--- src/hdl/shc_pkg.sv ---
// Package for the symmetric hypercube address generator.
// Holds field widths, arithmetic constants and the sideband type shared by the design modules.
// Depends on nothing.
`default_nettype none

package shc_pkg;

  // Field widths fixed by the interface.
  localparam int COORD_W = 12;
  localparam int AXIS_W  = 13;
  localparam int NUM_W   = 36;
  localparam int OFS_W   = 8;

  // Internal arithmetic widths.
  // QW: minicube coordinate, HW: q(q+1)/2, XW: q(q+1)(q+2)/2, CW: q(q+1)(q+2)/6.
  localparam int QW = COORD_W - 2;
  localparam int HW = 2 * QW;
  localparam int XW = 29;
  localparam int CW = 28;

  // Multiplicative inverse of three modulo 2**CW, for exact division by three.
  localparam logic [CW-1:0] INV3 = 28'hAAAAAAB;

  // Reset value of the axis length register and the default channel limit.
  localparam int AXIS_RESET   = 4096;
  localparam int MAX_CHANNELS = 4096;

  // Cycles from an accepted transaction to its result strobe.
  localparam int LATENCY = 7;

  typedef logic [COORD_W-1:0] coord_t;

  // Control and status that travel alongside the data through the pipeline.
  typedef struct packed {
    logic             valid;
    logic             range_err;
    logic [OFS_W-1:0] offset;
  } shc_side_t;

endpackage : shc_pkg

`default_nettype wire

--- src/hdl/shc_sort.sv ---
// Two-stage sorting network for the four channel coordinates, with the range check.
// Depends on shc_pkg for the coordinate type and the sideband struct.
`default_nettype none

module shc_sort import shc_pkg::*; #(
  parameter int LIM_W = AXIS_W
) (
  input  wire logic             clk_i,
  input  wire logic             rst_ni,
  input  wire logic             in_valid_i,
  input  wire coord_t           coord_a_i,
  input  wire coord_t           coord_b_i,
  input  wire coord_t           coord_c_i,
  input  wire coord_t           coord_d_i,
  input  wire logic [LIM_W-1:0] limit_i,
  output coord_t                sorted_o [4],
  output shc_side_t             side_o
);

  coord_t    l1     [4];
  coord_t    a_d    [4];
  coord_t    a_q    [4];
  logic      err_d;
  logic      a_err_q;
  logic      a_valid_q;
  coord_t    b_d    [4];
  coord_t    b_q    [4];
  shc_side_t side_d;
  shc_side_t side_q;

  // First two layers of the network and the range compare.
  always_comb begin
    l1[0] = (coord_a_i > coord_b_i) ? coord_b_i : coord_a_i;
    l1[1] = (coord_a_i > coord_b_i) ? coord_a_i : coord_b_i;
    l1[2] = (coord_c_i > coord_d_i) ? coord_d_i : coord_c_i;
    l1[3] = (coord_c_i > coord_d_i) ? coord_c_i : coord_d_i;
    a_d[0] = (l1[0] > l1[2]) ? l1[2] : l1[0];
    a_d[2] = (l1[0] > l1[2]) ? l1[0] : l1[2];
    a_d[1] = (l1[1] > l1[3]) ? l1[3] : l1[1];
    a_d[3] = (l1[1] > l1[3]) ? l1[1] : l1[3];
    err_d = (LIM_W'(coord_a_i) >= limit_i) || (LIM_W'(coord_b_i) >= limit_i) ||
            (LIM_W'(coord_c_i) >= limit_i) || (LIM_W'(coord_d_i) >= limit_i);
  end

  // Final layer orders the middle pair; the cell offset is taken from the sorted values.
  always_comb begin
    b_d[0] = a_q[0];
    b_d[3] = a_q[3];
    b_d[1] = (a_q[1] > a_q[2]) ? a_q[2] : a_q[1];
    b_d[2] = (a_q[1] > a_q[2]) ? a_q[1] : a_q[2];
    side_d.valid     = a_valid_q;
    side_d.range_err = a_err_q;
    side_d.offset    = {b_d[3][1:0], b_d[2][1:0], b_d[1][1:0], b_d[0][1:0]};
  end

  // Stage valid bits.
  always_ff @(posedge clk_i or negedge rst_ni) begin
    if (!rst_ni) begin
      a_valid_q <= 1'b0;
      side_q    <= '0;
    end else begin
      a_valid_q <= in_valid_i;
      side_q    <= side_d;
    end
  end

  // Stage payload.
  always_ff @(posedge clk_i) begin
    a_q     <= a_d;
    a_err_q <= err_d;
    b_q     <= b_d;
  end

  assign sorted_o = b_q;
  assign side_o   = side_q;

  // The network must leave the four values in ascending order.
  a_sorted_order: assert property (@(posedge clk_i) disable iff (!rst_ni)
    side_q.valid |-> (b_q[0] <= b_q[1]) && (b_q[1] <= b_q[2]) && (b_q[2] <= b_q[3]))
    else $error("sorted coordinates out of order");

endmodule : shc_sort

`default_nettype wire

--- src/hdl/shc_arith.sv ---
// Five-stage arithmetic pipeline for the packed minicube number of a sorted point.
// Depends on shc_pkg for widths, the inverse of three and the sideband struct.
`default_nettype none

module shc_arith import shc_pkg::*; (
  input  wire logic       clk_i,
  input  wire logic       rst_ni,
  input  wire coord_t     sorted_i [4],
  input  wire shc_side_t  side_i,
  output logic [NUM_W-1:0] minicube_number_o,
  output logic [OFS_W-1:0] cell_offset_o,
  output logic             range_error_o,
  output logic             done_o
);

  logic [QW-1:0]   q0;
  logic [QW-1:0]   q1;
  logic [QW-1:0]   q2;
  logic [QW-1:0]   q3;
  logic [QW:0]     q1p1;
  logic [QW:0]     q2p1;
  logic [QW:0]     q3p1;
  logic [2*QW:0]   m1;
  logic [2*QW:0]   m2;
  logic [2*QW:0]   m3;

  // Stage 1: q values and the triangular numbers q(q+1)/2.
  logic [QW-1:0]   q0_q;
  logic [HW-1:0]   h1_q;
  logic [HW-1:0]   h2_q;
  logic [HW-1:0]   h3_q;
  logic [QW:0]     q2p2_q;
  logic [QW:0]     q3p2_q;
  logic [QW:0]     q3p3_s1_q;

  // Stage 2: products q(q+1)(q+2)/2.
  logic [HW+QW:0]  x2_d;
  logic [HW+QW:0]  x3_d;
  logic [XW-1:0]   x2_q;
  logic [XW-1:0]   x3_q;
  logic [HW:0]     s01_q;
  logic [QW:0]     q3p3_s2_q;

  // Stage 3: exact division by three.
  logic [CW-1:0]   c2_q;
  logic [CW-1:0]   c3_q;
  logic [HW:0]     s01_s3_q;
  logic [QW:0]     q3p3_s3_q;

  // Stage 4: fourth binomial term before the final shift.
  logic [CW+QW:0]  p3_q;
  logic [CW:0]     s012_q;

  // Stage 5: output register.
  logic [NUM_W-1:0] num_q;

  shc_side_t       side_q [5];

  // Triangular numbers from the sorted coordinates.
  always_comb begin
    q0   = sorted_i[0][COORD_W-1:2];
    q1   = sorted_i[1][COORD_W-1:2];
    q2   = sorted_i[2][COORD_W-1:2];
    q3   = sorted_i[3][COORD_W-1:2];
    q1p1 = {1'b0, q1} + (QW+1)'(1);
    q2p1 = {1'b0, q2} + (QW+1)'(1);
    q3p1 = {1'b0, q3} + (QW+1)'(1);
    m1   = q1 * q1p1;
    m2   = q2 * q2p1;
    m3   = q3 * q3p1;
  end

  // Multiply by q+2 to reach the tetrahedral numerator.
  always_comb begin
    x2_d = h2_q * q2p2_q;
    x3_d = h3_q * q3p2_q;
  end

  // Sideband shift line, cleared by reset.
  always_ff @(posedge clk_i or negedge rst_ni) begin
    if (!rst_ni) begin
      for (int i = 0; i < 5; i++) begin
        side_q[i] <= '0;
      end
    end else begin
      side_q[0] <= side_i;
      for (int i = 1; i < 5; i++) begin
        side_q[i] <= side_q[i-1];
      end
    end
  end

  // Arithmetic stages.
  always_ff @(posedge clk_i) begin
    q0_q      <= q0;
    h1_q      <= m1[HW:1];
    h2_q      <= m2[HW:1];
    h3_q      <= m3[HW:1];
    q2p2_q    <= {1'b0, q2} + (QW+1)'(2);
    q3p2_q    <= {1'b0, q3} + (QW+1)'(2);
    q3p3_s1_q <= {1'b0, q3} + (QW+1)'(3);

    x2_q      <= x2_d[XW-1:0];
    x3_q      <= x3_d[XW-1:0];
    s01_q     <= (HW+1)'(q0_q) + (HW+1)'(h1_q);
    q3p3_s2_q <= q3p3_s1_q;

    c2_q      <= x2_q[CW-1:0] * INV3;
    c3_q      <= x3_q[CW-1:0] * INV3;
    s01_s3_q  <= s01_q;
    q3p3_s3_q <= q3p3_s2_q;

    p3_q      <= c3_q * q3p3_s3_q;
    s012_q    <= (CW+1)'(s01_s3_q) + (CW+1)'(c2_q);

    num_q     <= NUM_W'(s012_q) + p3_q[NUM_W+1:2];
  end

  assign minicube_number_o = num_q;
  assign cell_offset_o     = side_q[4].offset;
  assign range_error_o     = side_q[4].range_err;
  assign done_o            = side_q[4].valid;

  // The numerators are multiples of three, so the quotients must multiply back exactly.
  a_div3_exact_c2: assert property (@(posedge clk_i) disable iff (!rst_ni)
    side_q[2].valid |-> ((XW+1)'(c2_q) * (XW+1)'(3)) == (XW+1)'($past(x2_q)))
    else $error("inexact division by three on the third term");

  a_div3_exact_c3: assert property (@(posedge clk_i) disable iff (!rst_ni)
    side_q[2].valid |-> ((XW+1)'(c3_q) * (XW+1)'(3)) == (XW+1)'($past(x3_q)))
    else $error("inexact division by three on the fourth term");

endmodule : shc_arith

`default_nettype wire

--- src/hdl/symmetric_hypercube_address.sv ---
// Address generator for a fully symmetric 4-D histogram. It accepts one coordinate
// transaction per clock and never raises busy. Each result appears on the result ports for
// one cycle with done_o high, once its start has passed through the sorting network and then
// the multiply-and-add pipeline, at most one multiplier deep per stage.
// Results come out in order and the receiver cannot hold them off, so it must take every
// result in the cycle that done_o marks. axis_length is clipped to MAX_CHANNELS when written
// and may be changed only while no transaction is in flight.
// Depends on shc_pkg, shc_sort and shc_arith.
`default_nettype none

module symmetric_hypercube_address import shc_pkg::*; #(
  parameter int MAX_CHANNELS = shc_pkg::MAX_CHANNELS
) (
  input  wire logic              clk_i,
  input  wire logic              rst_ni,
  input  wire logic              start,
  output logic                   busy,
  input  wire coord_t            coord_a_i,
  input  wire coord_t            coord_b_i,
  input  wire coord_t            coord_c_i,
  input  wire coord_t            coord_d_i,
  input  wire logic              cfg_valid_i,
  output logic                   cfg_ready_o,
  input  wire logic [AXIS_W-1:0] cfg_data_i,
  output logic                   done_o,
  output logic [NUM_W-1:0]       minicube_number_o,
  output logic [OFS_W-1:0]       cell_offset_o,
  output logic                   range_error_o
);

  localparam int MaxW  = $clog2(MAX_CHANNELS + 1);
  localparam int LimW  = (MaxW > AXIS_W) ? MaxW : AXIS_W;
  localparam int LimRst = (AXIS_RESET < MAX_CHANNELS) ? AXIS_RESET : MAX_CHANNELS;

  logic [LimW-1:0] limit_d;
  logic [LimW-1:0] limit_q;
  logic            accept;
  coord_t          sorted [4];
  shc_side_t       side;

  assign busy        = 1'b0;
  assign cfg_ready_o = 1'b1;
  assign accept      = start && !busy;

  // Effective axis length: the written value, clipped to the channel limit.
  always_comb begin
    if (LimW'(cfg_data_i) < LimW'(MAX_CHANNELS)) begin
      limit_d = LimW'(cfg_data_i);
    end else begin
      limit_d = LimW'(MAX_CHANNELS);
    end
  end

  // Axis length register.
  always_ff @(posedge clk_i or negedge rst_ni) begin
    if (!rst_ni) begin
      limit_q <= LimW'(LimRst);
    end else if (cfg_valid_i && cfg_ready_o) begin
      limit_q <= limit_d;
    end
  end

  shc_sort #(
    .LIM_W (LimW)
  ) u_sort (
    .clk_i      (clk_i),
    .rst_ni     (rst_ni),
    .in_valid_i (accept),
    .coord_a_i  (coord_a_i),
    .coord_b_i  (coord_b_i),
    .coord_c_i  (coord_c_i),
    .coord_d_i  (coord_d_i),
    .limit_i    (limit_q),
    .sorted_o   (sorted),
    .side_o     (side)
  );

  shc_arith u_arith (
    .clk_i             (clk_i),
    .rst_ni            (rst_ni),
    .sorted_i          (sorted),
    .side_i            (side),
    .minicube_number_o (minicube_number_o),
    .cell_offset_o     (cell_offset_o),
    .range_error_o     (range_error_o),
    .done_o            (done_o)
  );

  // A result strobe only ever follows an accepted transaction by the fixed latency.
  a_done_follows_start: assert property (@(posedge clk_i) disable iff (!rst_ni)
    done_o |-> $past(accept, LATENCY))
    else $error("result strobe without a matching transaction");

endmodule : symmetric_hypercube_address

`default_nettype wire

--- config.mk ---
export PLATFORM = sky130hd
export DESIGN_NAME = symmetric_hypercube_address
export DESIGN_NICKNAME = d
export VERILOG_FILES = /design/src/hdl/shc_pkg.sv /design/src/hdl/shc_sort.sv /design/src/hdl/shc_arith.sv /design/src/hdl/symmetric_hypercube_address.sv
export SDC_FILE = /design/constraint.sdc
export NUM_CORES = 2
export LEC_CHECK = 0
export BUFFER_PORTS_ARGS = -buffer_cell sky130_fd_sc_hd__buf_4
export CAP_MARGIN = 40
export CORE_MARGIN = 4
export CORE_UTILIZATION = 55
export DETAILED_ROUTE_END_ITERATION = 12
export PLACE_DENSITY = 0.71
export SYNTH_ARGS = -nofsm -noshare
export SYNTH_HDL_FRONTEND = slang
export SYNTH_SLANG_ARGS = --single-unit
--- constraint.sdc ---
create_clock -name clk_i -period 7.25 [get_ports clk_i]
set_input_delay 0.725 -clock clk_i [delete_from_list [all_inputs] [get_ports clk_i]]
set_output_delay 0.725 -clock clk_i [all_outputs]
set_load 0.02 [all_outputs]
==> results.sh <==
export IMPL_outcome="finished clean"
export IMPL_clock_path_buffers=3
export IMPL_antenna_violating_nets_post_route=0
export IMPL_crit_path_start="u_sort.sorted_o[16]"
export IMPL_clock_sinks=542
export IMPL_fillCellCount=10100
export IMPL_count_of_state_elements_after_synthesis=542
export IMPL_placementRows=126
export IMPL_core_box_area_um2=118000
export IMPL_detail_route_first_pass_iterations=5
export IMPL_layout_common_cells="sky130_fd_sc_hd__inv_1, sky130_fd_sc_hd__fa_1, sky130_fd_sc_hd__ha_1"
export IMPL_cts_root_buffer_cell="sky130_fd_sc_hd__clkbuf_16"
export IMPL_place_detailed_hpwl_um=121000
export IMPL_synthTopCellsByArea="sky130_fd_sc_hd__fa_1, sky130_fd_sc_hd__ha_1, sky130_fd_sc_hd__dfxtp_1"
export IMPL_first_global_vias=47800
export IMPL_clk_insertion_delay_late_ns=0.68
export IMPL_seq_area_frac_synth=0.171
export IMPL_slew_limit_headroom=0.393
export IMPL_post_route_drc_count=0
export IMPL_rsz0062_at_grt="no"
export IMPL_buffer_ports_inserted=110
export IMPL_syn_nets=8790
export IMPL_max_stage_delay_ns=0.61
export IMPL_worstPathRequired_ns=7.86
export IMPL_hold_class="input port to register"
export IMPL_synth_enable_flop_cells=0
export IMPL_pin_count_of_the_biggest_net_entering_global_routing=62
export IMPL_flow_area_growth_from_synthesis_pct=6.96
export IMPL_synthDominantAreaCellType="sky130_fd_sc_hd__fa_1"
export IMPL_grt_pass1_wl_um=246000
export IMPL_place_gp_congestion=0.938
export IMPL_die_area_um2=125000
export IMPL_die_outline_width_um=353
export IMPL_tritoncts_clock_tree="built"
export IMPL_timing_critical_path_arrival_ns=7.38
export IMPL_drt_wl_total_um=147000
export IMPL_final_layout_setup_total_negative_slack_ns=0
export IMPL_routedWlPerCell_um=17.4
export IMPL_grtUsageTotal=0.242
export IMPL_final_common_cell="sky130_fd_sc_hd__inv_1"
export IMPL_min_from="start"
export IMPL_cts_buffers_inserted=61
export IMPL_post_route_worst_setup_slack_ns=0.472
export IMPL_multi_input_area_um2=48100
export IMPL_floorplan_initialDensity=0.555
export IMPL_dr_total_vias=44500
export IMPL_setup_violations_final=0
export IMPL_drt_iter0_markers=2549
export IMPL_layout_nets=8812
export IMPL_final_area_um2=70200
export IMPL_cts_max_level=2
export IMPL_timing_hold_ws_ns=0.151
export IMPL_critPathSlowestCell="sky130_fd_sc_hd__a2111oi_0"
export IMPL_reg2reg_from="u_sort.sorted_o[16]"
export IMPL_syn_area_um2=65600
export IMPL_share_of_post_route_cells_with_drive_strength_above_1=0.0508
export IMPL_global_route_overflow_total=0
export IMPL_criticalPathCategory="register to register"
export IMPL_ys_flop_type="sky130_fd_sc_hd__dfxtp_1"
export IMPL_number_of_endpoints_with_negative_hold_slack_in_the_final_report=0
export IMPL_worst_slew_pin_slew_ns=0.909
export IMPL_post_synth_inst_count=6820
export IMPL_place_area_um2=68000
export IMPL_clkSlewWorstSetupHoldPaths_ns=0.06
export IMPL_initial_antenna_violation_count=5
export IMPL_die_y_um=353
export IMPL_crit_path_start_kind="register"
export IMPL_final_min_clock_period_ns=6.78
export IMPL_register_area_um2=11200
export IMPL_pin_count=113
export IMPL_final_setup_skew_ns=0.0387
export IMPL_synth_top_cell_area_share=0.318
export IMPL_syn_area_per_cell_um2=9.62
export IMPL_endpoint_kind="register"
export IMPL_crit_chain="ha_1 -> nand4_1 -> ha_1 -> nand2b_1 -> fa_1 -> inv_1 -> fa_1 -> inv_1 -> fa_1 -> inv_1 -> fa_1 -> inv_1 -> fa_1 -> inv_1 -> ha_1 -> and3_1 -> a2111oi_0 -> o311ai_0 -> a21oi_1 -> nor2b_1 -> nor2_1 -> o21ai_0 -> a21oi_1 -> xnor2_1"
export IMPL_layout_worst_path_cycle_share=0.935
export IMPL_ffs_w_async_s_r_synth=0.137
export IMPL_cp_max_fo=9
export IMPL_fmax_mhz=148
export IMPL_post_cts_setup_buffer_count=0
export IMPL_synth_warnings=0
export IMPL_postCtsResizedCells=0
export IMPL_via_density=5.28
export IMPL_preCtsSetupSlack_ns=0.588
export IMPL_cap_viol_max_count=0
export IMPL_finalMaxSlewViolations=0
export IMPL_synth_distinct_cells=79
[cell usage after synthesis (all sizes together), types with 147 or more instances]
| master | number |
|---|---|
| a21oi | 169 |
| and2 | 298 |
| clkbuf | 190 |
| dfxtp | 468 |
| fa | 1041 |
| ha | 864 |
| inv | 1471 |
| nand2 | 600 |
| nand2b | 160 |
| nor2 | 180 |
| nor2b | 147 |
| xnor2 | 242 |
[final cells by class]
| class | instances | area share |
|---|---|---|
| timing repair buffer | 163 | 0.0181 |
| sequential | 542 | 0.160 |
| clock buffer | 73 | 0.0230 |
| antenna | 1 | 0.0000357 |
| tap | 1536 | 0.0274 |
| multi-input combinational | 4603 | 0.685 |
| inverter | 1471 | 0.0787 |
| clock inverter | 43 | 0.00783 |
[timing repair]
action / in CTS / in global routing
hold endpoints to repair: 12 / 0
hold buffers: 1 / 0
endpoints found under the setup margin: 0 / 0
[per-layer routing]
| metal | vias to the layer above | wire length, µm | track usage |
|---|---|---|---|
| li1 | 21100 | - | - |
| met1 | 22100 | 64900 | 0.332 |
| met2 | 1091 | 70300 | 0.409 |
| met3 | 226 | 7380 | 0.0273 |
| met4 | 0 | 4310 | 0.0666 |
| met5 | - | 0 | 0 |
[registers in the layout, indices dropped and copies added, names as in the netlist, 21 cells and up]
name,flops
u_arith.p3_q,36
u_arith.c2_q,28
u_arith.s01_s3_q,21
u_arith.s012_q,29
u_arith.x3_q,28
u_arith.c3_q,28
u_arith.minicube_number_o,36
u_sort.sorted_o,40
u_arith.s01_q,21
u_arith.x2_q,28
u_sort.a_q,48
u_arith.side_q,40
[cell families after synthesis]
kind of cell / synth area share
fa+ha+maj: 0.482
xor+xnor: 0.0431
flops: 0.171
simple gates: 0.128
buf+inv: 0.0965
mux: 0.0196
other cells: 0.000114
compound gates: 0.0594
[path summary, 6_finish.rpt]
path	slack [ns]	depth (start not counted)	to
min in group asynchronous	0.43	2	u_sort.a_valid_q
max reg2reg	0.47	24	u_arith.h2_q[18]
max	0.47	24	u_arith.h2_q[18]
min	0.15	1	u_sort.a_valid_q
max in group asynchronous	6.28	3	u_arith.side_q[11]
min reg2reg	0.31	0	u_arith.s01_s3_q[4]
[metrics by stage]
stage | util | instances
finish | 0.593 | 8432
global route | 0.593 | 8431
CTS | 0.593 | 8430
detailed placement | 0.575 | 8313
global placement | 0.574 | 8310
floorplan | - | 6820
[worst max-delay path: cells and delay by family, from the launching register on]
kind	cells	cell delay, ns
buf+inv	5	0.25
simple gates	5	0.77
compound gates	5	1.44
fa+ha+maj	8	3.63
flops	1	0.48
xor+xnor	1	0.13
Power is not shown: default switching activity piles up to over one toggle a cycle in this logic, so the estimate is an artifact.
